**src/hdl/hbd_pkg.sv**
```systemverilog
`default_nettype none

package hbd_pkg;

    // Field widths fixed by the interface
    localparam int CMD_W         = 16;
    localparam int MAG_W         = 15;
    localparam int TIMER_W       = 24;
    localparam int DUTY_FIELD_W  = 10;
    localparam int CFG_INDEX_W   = 2;
    localparam int CFG_DATA_W    = 24;

    // Duty scaling constants
    localparam int HBD_DUTY_MAX   = 1023;
    localparam int FULL_SCALE     = 32767;
    localparam int HALF_SCALE     = 16383;
    localparam int DUTY_FIELD_MAX = 1023;

    typedef enum logic [1:0] {
        KIND_TICK        = 2'd0,
        KIND_DRIVE       = 2'd1,
        KIND_FAULT_STOP  = 2'd2,
        KIND_CLEAR_FAULT = 2'd3
    } kind_t;

    typedef enum logic [1:0] {
        STAT_APPLIED      = 2'd0,
        STAT_REJECTED     = 2'd1,
        STAT_WAIT_NEUTRAL = 2'd2,
        STAT_NONE         = 2'd3
    } status_t;

    typedef enum logic [1:0] {
        DIR_STOP = 2'd0,
        DIR_FWD  = 2'd1,
        DIR_REV  = 2'd2
    } dir_t;

    typedef enum logic [CFG_INDEX_W-1:0] {
        CFG_FWD_RPWM      = 2'd0,
        CFG_LEASE_TIMEOUT = 2'd1,
        CFG_NEUTRAL_DELAY = 2'd2
    } cfg_index_t;

    // Decoded input request held in the input register
    typedef struct packed {
        kind_t kind;
        logic  cmd_zero;
        dir_t  dir;
    } item_t;

    // Configuration registers as seen by the controller
    typedef struct packed {
        logic               fwd_rpwm;
        logic [TIMER_W-1:0] lease_timeout;
        logic [TIMER_W-1:0] neutral_delay;
    } cfg_t;

    // One result request
    typedef struct packed {
        logic                    bridge_enable;
        logic [DUTY_FIELD_W-1:0] right_duty;
        logic [DUTY_FIELD_W-1:0] left_duty;
        status_t                 status;
        logic                    expired_flag;
        logic                    fault_flag;
    } result_t;

endpackage

`default_nettype wire

```
**src/hdl/hbd_duty_scale.sv**
```systemverilog
`default_nettype none

module hbd_duty_scale
    import hbd_pkg::*;
#(
    parameter int DUTY_MAX = HBD_DUTY_MAX
) (
    input  wire logic [MAG_W+$clog2(DUTY_MAX+1)-1:0] product,
    output logic [DUTY_FIELD_W-1:0]                  duty
);

    localparam int DUTY_W = $clog2(DUTY_MAX + 1);
    localparam int PROD_W = MAG_W + DUTY_W;
    localparam int X_W    = PROD_W + 1;
    localparam int A_W    = X_W - MAG_W;
    localparam int SUM_W  = ((A_W > MAG_W) ? A_W : MAG_W) + 2;
    localparam int Q_W    = ((A_W > DUTY_FIELD_W) ? A_W : DUTY_FIELD_W) + 1;

    logic [X_W-1:0]   x;
    logic [A_W-1:0]   a;
    logic [MAG_W-1:0] b;
    logic [SUM_W-1:0] s;
    logic [1:0]       extra;
    logic [Q_W-1:0]   q;

    // Round half up, then divide by 2^15-1: x = a*2^15 + b = a*32767 + (a + b)
    always_comb begin
        x = {1'b0, product} + X_W'(HALF_SCALE);
        a = x[X_W-1:MAG_W];
        b = x[MAG_W-1:0];
        s = SUM_W'(a) + SUM_W'(b);
        if (s >= SUM_W'(3 * FULL_SCALE)) begin
            extra = 2'd3;
        end else if (s >= SUM_W'(2 * FULL_SCALE)) begin
            extra = 2'd2;
        end else if (s >= SUM_W'(FULL_SCALE)) begin
            extra = 2'd1;
        end else begin
            extra = 2'd0;
        end
        q = Q_W'(a) + Q_W'(extra);
        // Saturate at the field maximum
        if (q > Q_W'(DUTY_FIELD_MAX)) begin
            duty = DUTY_FIELD_W'(DUTY_FIELD_MAX);
        end else begin
            duty = q[DUTY_FIELD_W-1:0];
        end
    end

endmodule

`default_nettype wire

```
**src/hdl/hbd_ctrl.sv**
```systemverilog
`default_nettype none

module hbd_ctrl
    import hbd_pkg::*;
(
    input  wire logic                    aclk,
    input  wire logic                    aresetn,
    input  wire logic                    fire,
    input  wire item_t                   item,
    input  wire logic [DUTY_FIELD_W-1:0] duty,
    input  wire cfg_t                    cfg,
    output result_t                      result
);

    localparam logic [TIMER_W-1:0] TIMER_MAX = {TIMER_W{1'b1}};

    logic                    armed_reg, armed_next;
    logic                    expired_reg, expired_next;
    logic [TIMER_W-1:0]      elapsed_reg, elapsed_next;
    logic [TIMER_W-1:0]      since_stop_reg, since_stop_next;
    dir_t                    drive_dir_reg, drive_dir_next;
    dir_t                    last_dir_reg, last_dir_next;
    logic                    fault_reg, fault_next;
    logic                    enable_reg, enable_next;
    logic [DUTY_FIELD_W-1:0] right_reg, right_next;
    logic [DUTY_FIELD_W-1:0] left_reg, left_next;
    status_t                 status;
    logic                    do_stop;
    logic                    use_right;

    // Next state for one request
    always_comb begin
        armed_next      = armed_reg;
        expired_next    = expired_reg;
        elapsed_next    = elapsed_reg;
        since_stop_next = since_stop_reg;
        drive_dir_next  = drive_dir_reg;
        last_dir_next   = last_dir_reg;
        fault_next      = fault_reg;
        enable_next     = enable_reg;
        right_next      = right_reg;
        left_next       = left_reg;
        status          = STAT_NONE;
        do_stop         = 1'b0;
        use_right       = 1'b0;

        case (item.kind)
            KIND_TICK: begin
                if (since_stop_reg != TIMER_MAX) begin
                    since_stop_next = since_stop_reg + 1'b1;
                end
                if (armed_reg && elapsed_reg != TIMER_MAX) begin
                    elapsed_next = elapsed_reg + 1'b1;
                end
                // Latch expiry once the lease runs out
                if (armed_reg && !expired_reg && elapsed_next >= cfg.lease_timeout) begin
                    armed_next   = 1'b0;
                    expired_next = 1'b1;
                    fault_next   = 1'b1;
                    enable_next  = 1'b0;
                end
            end
            KIND_DRIVE: begin
                if (item.cmd_zero) begin
                    status  = STAT_APPLIED;
                    do_stop = 1'b1;
                end else if (fault_reg || expired_reg) begin
                    status  = STAT_REJECTED;
                    do_stop = 1'b1;
                end else if (drive_dir_reg != DIR_STOP && drive_dir_reg != item.dir) begin
                    status  = STAT_REJECTED;
                    do_stop = 1'b1;
                end else if (last_dir_reg != DIR_STOP && item.dir != last_dir_reg
                             && since_stop_reg < cfg.neutral_delay) begin
                    status  = STAT_WAIT_NEUTRAL;
                    do_stop = 1'b1;
                end else begin
                    // Apply: drive one side, renew the lease
                    status    = STAT_APPLIED;
                    use_right = (item.dir == DIR_FWD) ? cfg.fwd_rpwm : !cfg.fwd_rpwm;
                    if (use_right) begin
                        right_next = duty;
                        left_next  = '0;
                    end else begin
                        right_next = '0;
                        left_next  = duty;
                    end
                    elapsed_next   = '0;
                    armed_next     = 1'b1;
                    enable_next    = 1'b1;
                    drive_dir_next = item.dir;
                    last_dir_next  = item.dir;
                end
            end
            KIND_FAULT_STOP: begin
                fault_next = 1'b1;
                do_stop    = 1'b1;
            end
            KIND_CLEAR_FAULT: begin
                fault_next = expired_reg;
                do_stop    = 1'b1;
            end
            default: begin
                status = STAT_NONE;
            end
        endcase

        // Stop the bridge; restart the neutral timer only if a drive direction was set
        if (do_stop) begin
            enable_next    = 1'b0;
            armed_next     = 1'b0;
            right_next     = '0;
            left_next      = '0;
            drive_dir_next = DIR_STOP;
            if (drive_dir_reg != DIR_STOP) begin
                since_stop_next = '0;
            end
        end
    end

    // Hold state until a request fires
    always_ff @(posedge aclk) begin
        if (!aresetn) begin
            armed_reg      <= 1'b0;
            expired_reg    <= 1'b0;
            elapsed_reg    <= '0;
            since_stop_reg <= '0;
            drive_dir_reg  <= DIR_STOP;
            last_dir_reg   <= DIR_STOP;
            fault_reg      <= 1'b0;
            enable_reg     <= 1'b0;
            right_reg      <= '0;
            left_reg       <= '0;
        end else if (fire) begin
            armed_reg      <= armed_next;
            expired_reg    <= expired_next;
            elapsed_reg    <= elapsed_next;
            since_stop_reg <= since_stop_next;
            drive_dir_reg  <= drive_dir_next;
            last_dir_reg   <= last_dir_next;
            fault_reg      <= fault_next;
            enable_reg     <= enable_next;
            right_reg      <= right_next;
            left_reg       <= left_next;
        end
    end

    // Result reflects the state after this request
    always_comb begin
        result.bridge_enable = enable_next;
        result.right_duty    = right_next;
        result.left_duty     = left_next;
        result.status        = status;
        result.expired_flag  = expired_next;
        result.fault_flag    = fault_next;
    end

endmodule

`default_nettype wire

```
**src/hdl/h_bridge_drive_safety_controller_top.sv**
```systemverilog
// Channel  Handshake                    Payload
// -------  ---------------------------  ------------------------------------------
// input    s_tvalid / s_tready          s_tuser: kind; s_tdata: drive_command
// result   m_tvalid / m_tready          m_tdata: enable, duties, status, flags
// config   cfg_valid / cfg_ready        cfg_index, cfg_data (always ready)
//
// One request per cycle unless the result stalls: input register, control
// logic, result register; m_tvalid rises as the result register takes the
// request. The command magnitude is scaled by DUTY_MAX before the input
// register. aresetn is synchronous; valid flags and controller state clear,
// configuration returns to defaults. A stalled result holds the result
// register and, once the input register is full, drops s_tready.
`default_nettype none

module h_bridge_drive_safety_controller_top
    import hbd_pkg::*;
#(
    parameter int DUTY_MAX = HBD_DUTY_MAX
) (
    input  wire logic                   aclk,
    input  wire logic                   aresetn,
    // input requests
    input  wire logic                   s_tvalid,
    output logic                        s_tready,
    input  wire logic [CMD_W-1:0]       s_tdata,   // [15:0] drive_command
    input  wire logic [1:0]             s_tuser,   // [1:0] kind
    // result requests
    output logic                        m_tvalid,
    input  wire logic                   m_tready,
    output logic [31:0]                 m_tdata,   // [0] bridge_enable, [10:1] right_duty,
                                                   // [20:11] left_duty, [22:21] status,
                                                   // [23] expired_flag, [24] fault_flag
    // configuration writes
    input  wire logic                   cfg_valid,
    output logic                        cfg_ready,
    input  wire logic [CFG_INDEX_W-1:0] cfg_index,
    input  wire logic [CFG_DATA_W-1:0]  cfg_data
);

    localparam int DUTY_W = $clog2(DUTY_MAX + 1);
    localparam int PROD_W = MAG_W + DUTY_W;

    localparam logic [CMD_W-1:0] CMD_MOST_NEG = {1'b1, {(CMD_W-1){1'b0}}};

    logic                    in_valid_reg;
    item_t                   item_reg, item_next;
    logic [PROD_W-1:0]       product_reg, product_next;
    logic [MAG_W-1:0]        mag;
    logic [CMD_W-1:0]        neg_cmd;
    logic                    advance;
    logic                    fire;
    logic                    out_valid_reg;
    result_t                 out_reg;
    result_t                 result;
    logic [DUTY_FIELD_W-1:0] duty;
    cfg_t                    cfg_reg;

    // Flow control: the result register empties or is taken
    assign advance   = !out_valid_reg || m_tready;
    assign s_tready  = !in_valid_reg || advance;
    assign fire      = in_valid_reg && advance;
    assign cfg_ready = 1'b1;

    // Decode the command and scale its magnitude
    always_comb begin
        neg_cmd = ~s_tdata + 1'b1;
        if (s_tdata == CMD_MOST_NEG) begin
            mag = {MAG_W{1'b1}};
        end else if (s_tdata[CMD_W-1]) begin
            mag = neg_cmd[MAG_W-1:0];
        end else begin
            mag = s_tdata[MAG_W-1:0];
        end
        item_next.kind     = kind_t'(s_tuser);
        item_next.cmd_zero = (s_tdata == '0);
        item_next.dir      = s_tdata[CMD_W-1] ? DIR_REV : DIR_FWD;
        product_next       = PROD_W'(mag) * PROD_W'(DUTY_MAX);
    end

    // Input register
    always_ff @(posedge aclk) begin
        if (!aresetn) begin
            in_valid_reg <= 1'b0;
        end else if (s_tready) begin
            in_valid_reg <= s_tvalid;
        end
    end

    always_ff @(posedge aclk) begin
        if (s_tvalid && s_tready) begin
            item_reg    <= item_next;
            product_reg <= product_next;
        end
    end

    // Configuration registers; unknown indexes are dropped
    always_ff @(posedge aclk) begin
        if (!aresetn) begin
            cfg_reg.fwd_rpwm      <= 1'b1;
            cfg_reg.lease_timeout <= TIMER_W'(200000);
            cfg_reg.neutral_delay <= TIMER_W'(250000);
        end else if (cfg_valid && cfg_ready) begin
            case (cfg_index_t'(cfg_index))
                CFG_FWD_RPWM:      cfg_reg.fwd_rpwm      <= cfg_data[0];
                CFG_LEASE_TIMEOUT: cfg_reg.lease_timeout <= cfg_data[TIMER_W-1:0];
                CFG_NEUTRAL_DELAY: cfg_reg.neutral_delay <= cfg_data[TIMER_W-1:0];
                default: begin
                end
            endcase
        end
    end

    hbd_duty_scale #(
        .DUTY_MAX(DUTY_MAX)
    ) u_duty_scale (
        .product(product_reg),
        .duty   (duty)
    );

    hbd_ctrl u_ctrl (
        .aclk   (aclk),
        .aresetn(aresetn),
        .fire   (fire),
        .item   (item_reg),
        .duty   (duty),
        .cfg    (cfg_reg),
        .result (result)
    );

    // Result register
    always_ff @(posedge aclk) begin
        if (!aresetn) begin
            out_valid_reg <= 1'b0;
        end else if (advance) begin
            out_valid_reg <= in_valid_reg;
        end
    end

    always_ff @(posedge aclk) begin
        if (fire) begin
            out_reg <= result;
        end
    end

    assign m_tvalid = out_valid_reg;
    assign m_tdata  = {7'd0,
                       out_reg.fault_flag,
                       out_reg.expired_flag,
                       out_reg.status,
                       out_reg.left_duty,
                       out_reg.right_duty,
                       out_reg.bridge_enable};

endmodule

`default_nettype wire

```
**config.mk**
```make
export PLATFORM = sky130hd
export DESIGN_NAME = h_bridge_drive_safety_controller_top
export DESIGN_NICKNAME = d
export VERILOG_FILES = /design/src/hdl/hbd_pkg.sv /design/src/hdl/hbd_duty_scale.sv /design/src/hdl/hbd_ctrl.sv /design/src/hdl/h_bridge_drive_safety_controller_top.sv
export SDC_FILE = /design/constraint.sdc
export NUM_CORES = 1
export LEC_CHECK = 0
export BUFFER_PORTS_ARGS = -buffer_cell sky130_fd_sc_hd__buf_2
export CAP_MARGIN = 20
export CORE_MARGIN = 10
export CORE_UTILIZATION = 63
export DETAILED_ROUTE_END_ITERATION = 16
export GPL_TIMING_DRIVEN = 0
export PLACE_DENSITY_LB_ADDON = 0.25
export SLEW_MARGIN = 25
export SYNTH_ARGS = -nofsm -noshare
export SYNTH_HDL_FRONTEND = slang
export SYNTH_HIERARCHICAL = 1
export SYNTH_SLANG_ARGS = --single-unit
export TNS_END_PERCENT = 1
```
**constraint.sdc**
```tcl
create_clock -name aclk -period 9.7 [get_ports aclk]
set_clock_uncertainty 0.2 [all_clocks]
set_input_delay 0.97 -clock aclk [delete_from_list [all_inputs] [get_ports aclk]]
set_output_delay 0.97 -clock aclk [all_outputs]
set_load 0.02 [all_outputs]
```
# ---- After elaboration in Yosys (flattened, before gate mapping)
# Cells that the tools add are included.
dict set report op_classes {
  n_addsub 6
  multipliers 1
  div_mod_pow 0
  order_cmp 6
  eq_ne 24
  shifts 0
  mux 66
  bitwise 5
  n_reduce_logical 31
}
# cell n
set ops {}
lappend ops {{$mux 24} 10}
lappend ops {{$mux 10} 15}
lappend ops {{$add 24x1->24 const B} 2}
lappend ops {{$ne 24x24->1 const B} 2}
lappend ops {{$pmux 24 s2} 1}
lappend ops {{$mux 15} 2}
lappend ops {{$add 25x14->26 const B} 1}
lappend ops {{$mux 2} 13}
lappend ops {{$mul 15x10->25 const B} 1}
lappend ops {{$ge 24x24->1} 1}
lappend ops {{$lt 24x24->1} 1}
lappend ops {{$mux 1} 21}
lappend ops {{$reduce_and 6->1} 3}
lappend ops {{$ge 17x15->1 const B} 1}
lappend ops {{$ge 17x16->1 const B} 1}
lappend ops {{$ge 17x17->1 const B} 1}
lappend ops {{$add 11x15->16} 1}
lappend ops {{$eq 16x16->1 const B} 1}
lappend ops {{$logic_not 16->1} 1}
lappend ops {{$add 15x1->15 const B} 1}
lappend ops {{$not 15->15} 1}
lappend ops {{$add 11x2->12} 1}
lappend ops {{$gt 12x10->1 const B} 1}
lappend ops {{$ne 3x2->1 const B} 4}
lappend ops {{18 further kinds} 52}
dict set report word_totals {
  ff_bits 182
  latch_bits 0
  mem_bits_rw 0
  romBits 0
  in_bits 49
  output_inout_bits 35
  word_cells 164
  n_memories 0
}

# ---- Logic depth before layout (Yosys ltp)
dict set report logic_depth {
  word_depth 16
  depth_mapped 28
  ltp_nobuf 28
}

# ---- By module
# Netlist, hierarchy kept.
# mod instances cells_each area_each_um2
set by_module_without_submodules {}
lappend by_module_without_submodules {h_bridge_drive_safety_controller_top 1 788 7772.5}
lappend by_module_without_submodules {hbd_ctrl 1 801 6065.8}
lappend by_module_without_submodules {hbd_duty_scale 1 186 1337.5}

# ---- Worst setup path after synthesis
# No wires, ideal clock.
dict set report synth_timing {
  path_type {input port to flip-flop}
  from {input s_tdata[0]}
  to {register product_reg[20], data pin}
  setup_ns 0.259
  arrival_time_ns 7.644
  required_ns 9.241
  setup_slack_ns 1.597
  path_stages 24
  n_path_buf 1
  path_cell_list {inv_1 ha_1 or3b_4 or4_4 or3_1 or3_4 or3_4 buf_6 and2_1 fa_1 inv_1 fa_1 fa_1 fa_1 inv_1 fa_1 inv_1 ha_1 and3_1 o21ai_0 a31oi_1 o2111ai_1 a311o_1 xnor2_1}
}
dict set report synth_via {
  elab_chain_cells 5
}
# item line
set synth_lines {}
lappend synth_lines {{from (decl)} h_bridge_drive_safety_controller_top.sv:25} ;# input wire logic [CMD_W-1:0] s_tdata,
lappend synth_lines {{$not 15->15} h_bridge_drive_safety_controller_top.sv:66} ;# neg_cmd = ~s_tdata + 1'b1;
lappend synth_lines {{$add 15x1->15} h_bridge_drive_safety_controller_top.sv:66}
lappend synth_lines {{$mux 15} h_bridge_drive_safety_controller_top.sv:69} ;# end else if (s_tdata[CMD_W-1]) begin
lappend synth_lines {{$mux 15 (*)} h_bridge_drive_safety_controller_top.sv:67} ;# if (s_tdata == CMD_MOST_NEG) begin
lappend synth_lines {{$mul 15x10->25 (*)} h_bridge_drive_safety_controller_top.sv:77} ;# product_next = PROD_W'(mag) * PROD_W'(DUTY_MAX);
lappend synth_lines {{named net product_next[20]} h_bridge_drive_safety_controller_top.sv:47} ;# logic [PROD_W-1:0] product_reg, product_next;
lappend synth_lines {{to (signal assigned)} h_bridge_drive_safety_controller_top.sv:92} ;# product_reg <= product_next;
lappend synth_lines {{to (decl)} h_bridge_drive_safety_controller_top.sv:47}
# The timed path passes the listed nets; every way through them passes the cells marked *.
# A chain may end at the register's enable or synchronous reset.

# ---- Final worst setup path
# Same ends and word-level chain as after synthesis.

==> out/metrics.cfg <==
[outcome]
status = complete, no violations

[placed_design]
dp_hpwl_mm = 29.9
dp_cells = 2176
numPortBuffers = 75
place_ws_ns = 0.789
dpl_cell_area_um2 = 16000
gp_congestion = 0.961

[grt]
grt_pass1_vias = 12800
antenna_found_initial = 0
track_usage_pct = 24.5
grt-ovfl-total = 0
grt_max_degree = 31
grt_pass1_wl_mm = 62.5

[timing]
relSlewSlack_pct = 30.1
finalSetupViolations = 0
setup_ws_ns = 1.20
hold_viol = 0
tightest_slew_ns = 1.04
rsz0062_at_grt = false
maxSlewViolCount = 0
setup_tns_ns = 0
period_share_pct = 87.6
timing.final.crit_period_ns = 8.50
fmax_ghz = 0.118

[clock_network]
post_cts_buffers = 0
hold_buffers = 0
cts-root-buf = clkbuf_16
numCtsBuffers = 17
htreeDepth = 4
clk_pin_slew_ns = 0.06
clkSinkCount = 182
cts.path.max_buffers = 2
cts_resized = 0
clock_latency_ns = 0.43
cts_tree = yes

[detailed_routing]
routed_wl_mm = 38.0
drc_errors = 0
num_vias = 13200
vias_per_cell = 6.00
drtIter0Drc = 1362
wl_per_cell_um = 17.2
dr.pass1.iters = 5
ant_nets = 0

[critical_path]
cp_max_fo = 10
worstSetupPathType = input pin to register
reg2reg_slack_ns = 2.82
worstPathArrival_ns = 8.47
worstSetupStartpointType = input pin
cp-end-kind = register
slowest_stage = fa_1
critPathMaxStageDelay_ns = 0.68
critPathRequiredTime_ns = 9.67
crit_path_frequent_cell = fa_1

[synth]
synth_cells = 1775
synth_xor_xnor_area_share_pct = 6.84
yosysWarnings = 6
synth_fa_ha_area_share_pct = 20.0
netlist_area_um2 = 15200
avgSynthCellArea_um2 = 8.55
synth_edf_count = 55
synth_top_family_by_area = simple AND/OR/NAND/NOR gates
synth.distinct_cells = 97
yosysTopAreaCellShare_pct = 16.8
synth.area.top_cells = dfxtp_1 17%, edfxtp_1 11%, ha_1 10%
ys_top_cells_by_count = 223 x nand2_1, 179 x inv_1, 127 x dfxtp_1
synth.area.mux_share_pct = 0.635
synth-simple-area-share_pct = 20.4
synth_seq_cells = 182
async_flop_share_pct = 0
yosysSeqAreaShare_pct = 27.6
yosys.area.top_type = dfxtp_1
synthMostInstantiatedCell = nand2_1
ys.flop_type = dfxtp_1
synth-compound-area-share_pct = 17.2

[floorplan]
die_w_um = 175
die_y_um = 175
dieArea_um2 = 30700
rows = 56
io_pins = 84
initial_core_util_pct = 64.3
core_area_um2 = 23600

[cells_and_area]
drive_gt1_share_pct = 9.48
final_area_um2 = 16600
synthToLayoutAreaGrowth_pct = 9.53
final_nets = 2124
antenna_cells = 0
largest_reg_flops = 49
instances_no_fill = 2207

[worst_hold_path]
min_path_type = register to register

[job]
maxCapViolCount = 0

==> cells by family after synthesis <==
family	count (synthesis)
mux	9
xor+xnor	117
compound gates	384
buf+inv	267
other cells	3
simple gates	614
flops	182
fa+ha+maj	199
==> layer usage <==
layer	routed length, µm	up-vias	GRT usage [%]
li1	-	6410	-
met1	16900	6250	32.0
met2	17500	490	40.4
met3	2520	96	4.07
met4	1050	0	7.91
met5	0	-	0
==> layout by cell type (no fill, tap or decap), drive strengths merged, types with 27 or more instances in the layout <==
master and n:
nand3 42, nor3 55, buf 101, a21boi 40, inv 187, edfxtp 55, dfxtp 127, nand4 27
o21ai 103, nand2 223, a21oi 59, a31oi 28, clkbuf 80, fa 73, xnor2 71, xor2 45
nor2 107, ha 126
==> stage by stage <==
step                      hold slack [ns]  util (%)
after detailed placement            0.259      67.8
after CTS                           0.268      70.3
after global routing                0.280      70.4
after global placement              0.250      67.7
after floorplan                     0.231         -
final                               0.267      70.4
==> cell type report <==
class | instances | area (µm²)
Multi-Input combinational cell | 1333 | 9970
Fill cell | 1908 | 6990
Sequential cell | 182 | 4190
Inverter | 180 | 676
Clock buffer | 20 | 468
Buffer | 87 | 409
Tap cell | 319 | 399
Timing Repair Buffer | 75 | 375
Clock inverter | 11 | 131
==> worst paths after layout <==
check,start,end,cells past startpoint
worst max-delay path,s_tdata[0],product_reg[20],26
worst min-delay path,cfg_reg[45],cfg_reg[45],2
worst max register to register,product_reg[0],m_tdata[19],26
worst min register to register,cfg_reg[45],cfg_reg[45],2
==> critical path: cells and delay by family <==
kind / cells / cell delay, ns
buf+inv: 7 / 0.84
xor+xnor: 1 / 0.13
compound gates: 4 / 1.17
simple gates: 7 / 2.10
fa+ha+maj: 7 / 3.26
Power is left out: the tool's default activity adds up to more than one toggle a clock period on the data nets, which glitch-free logic cannot reach.
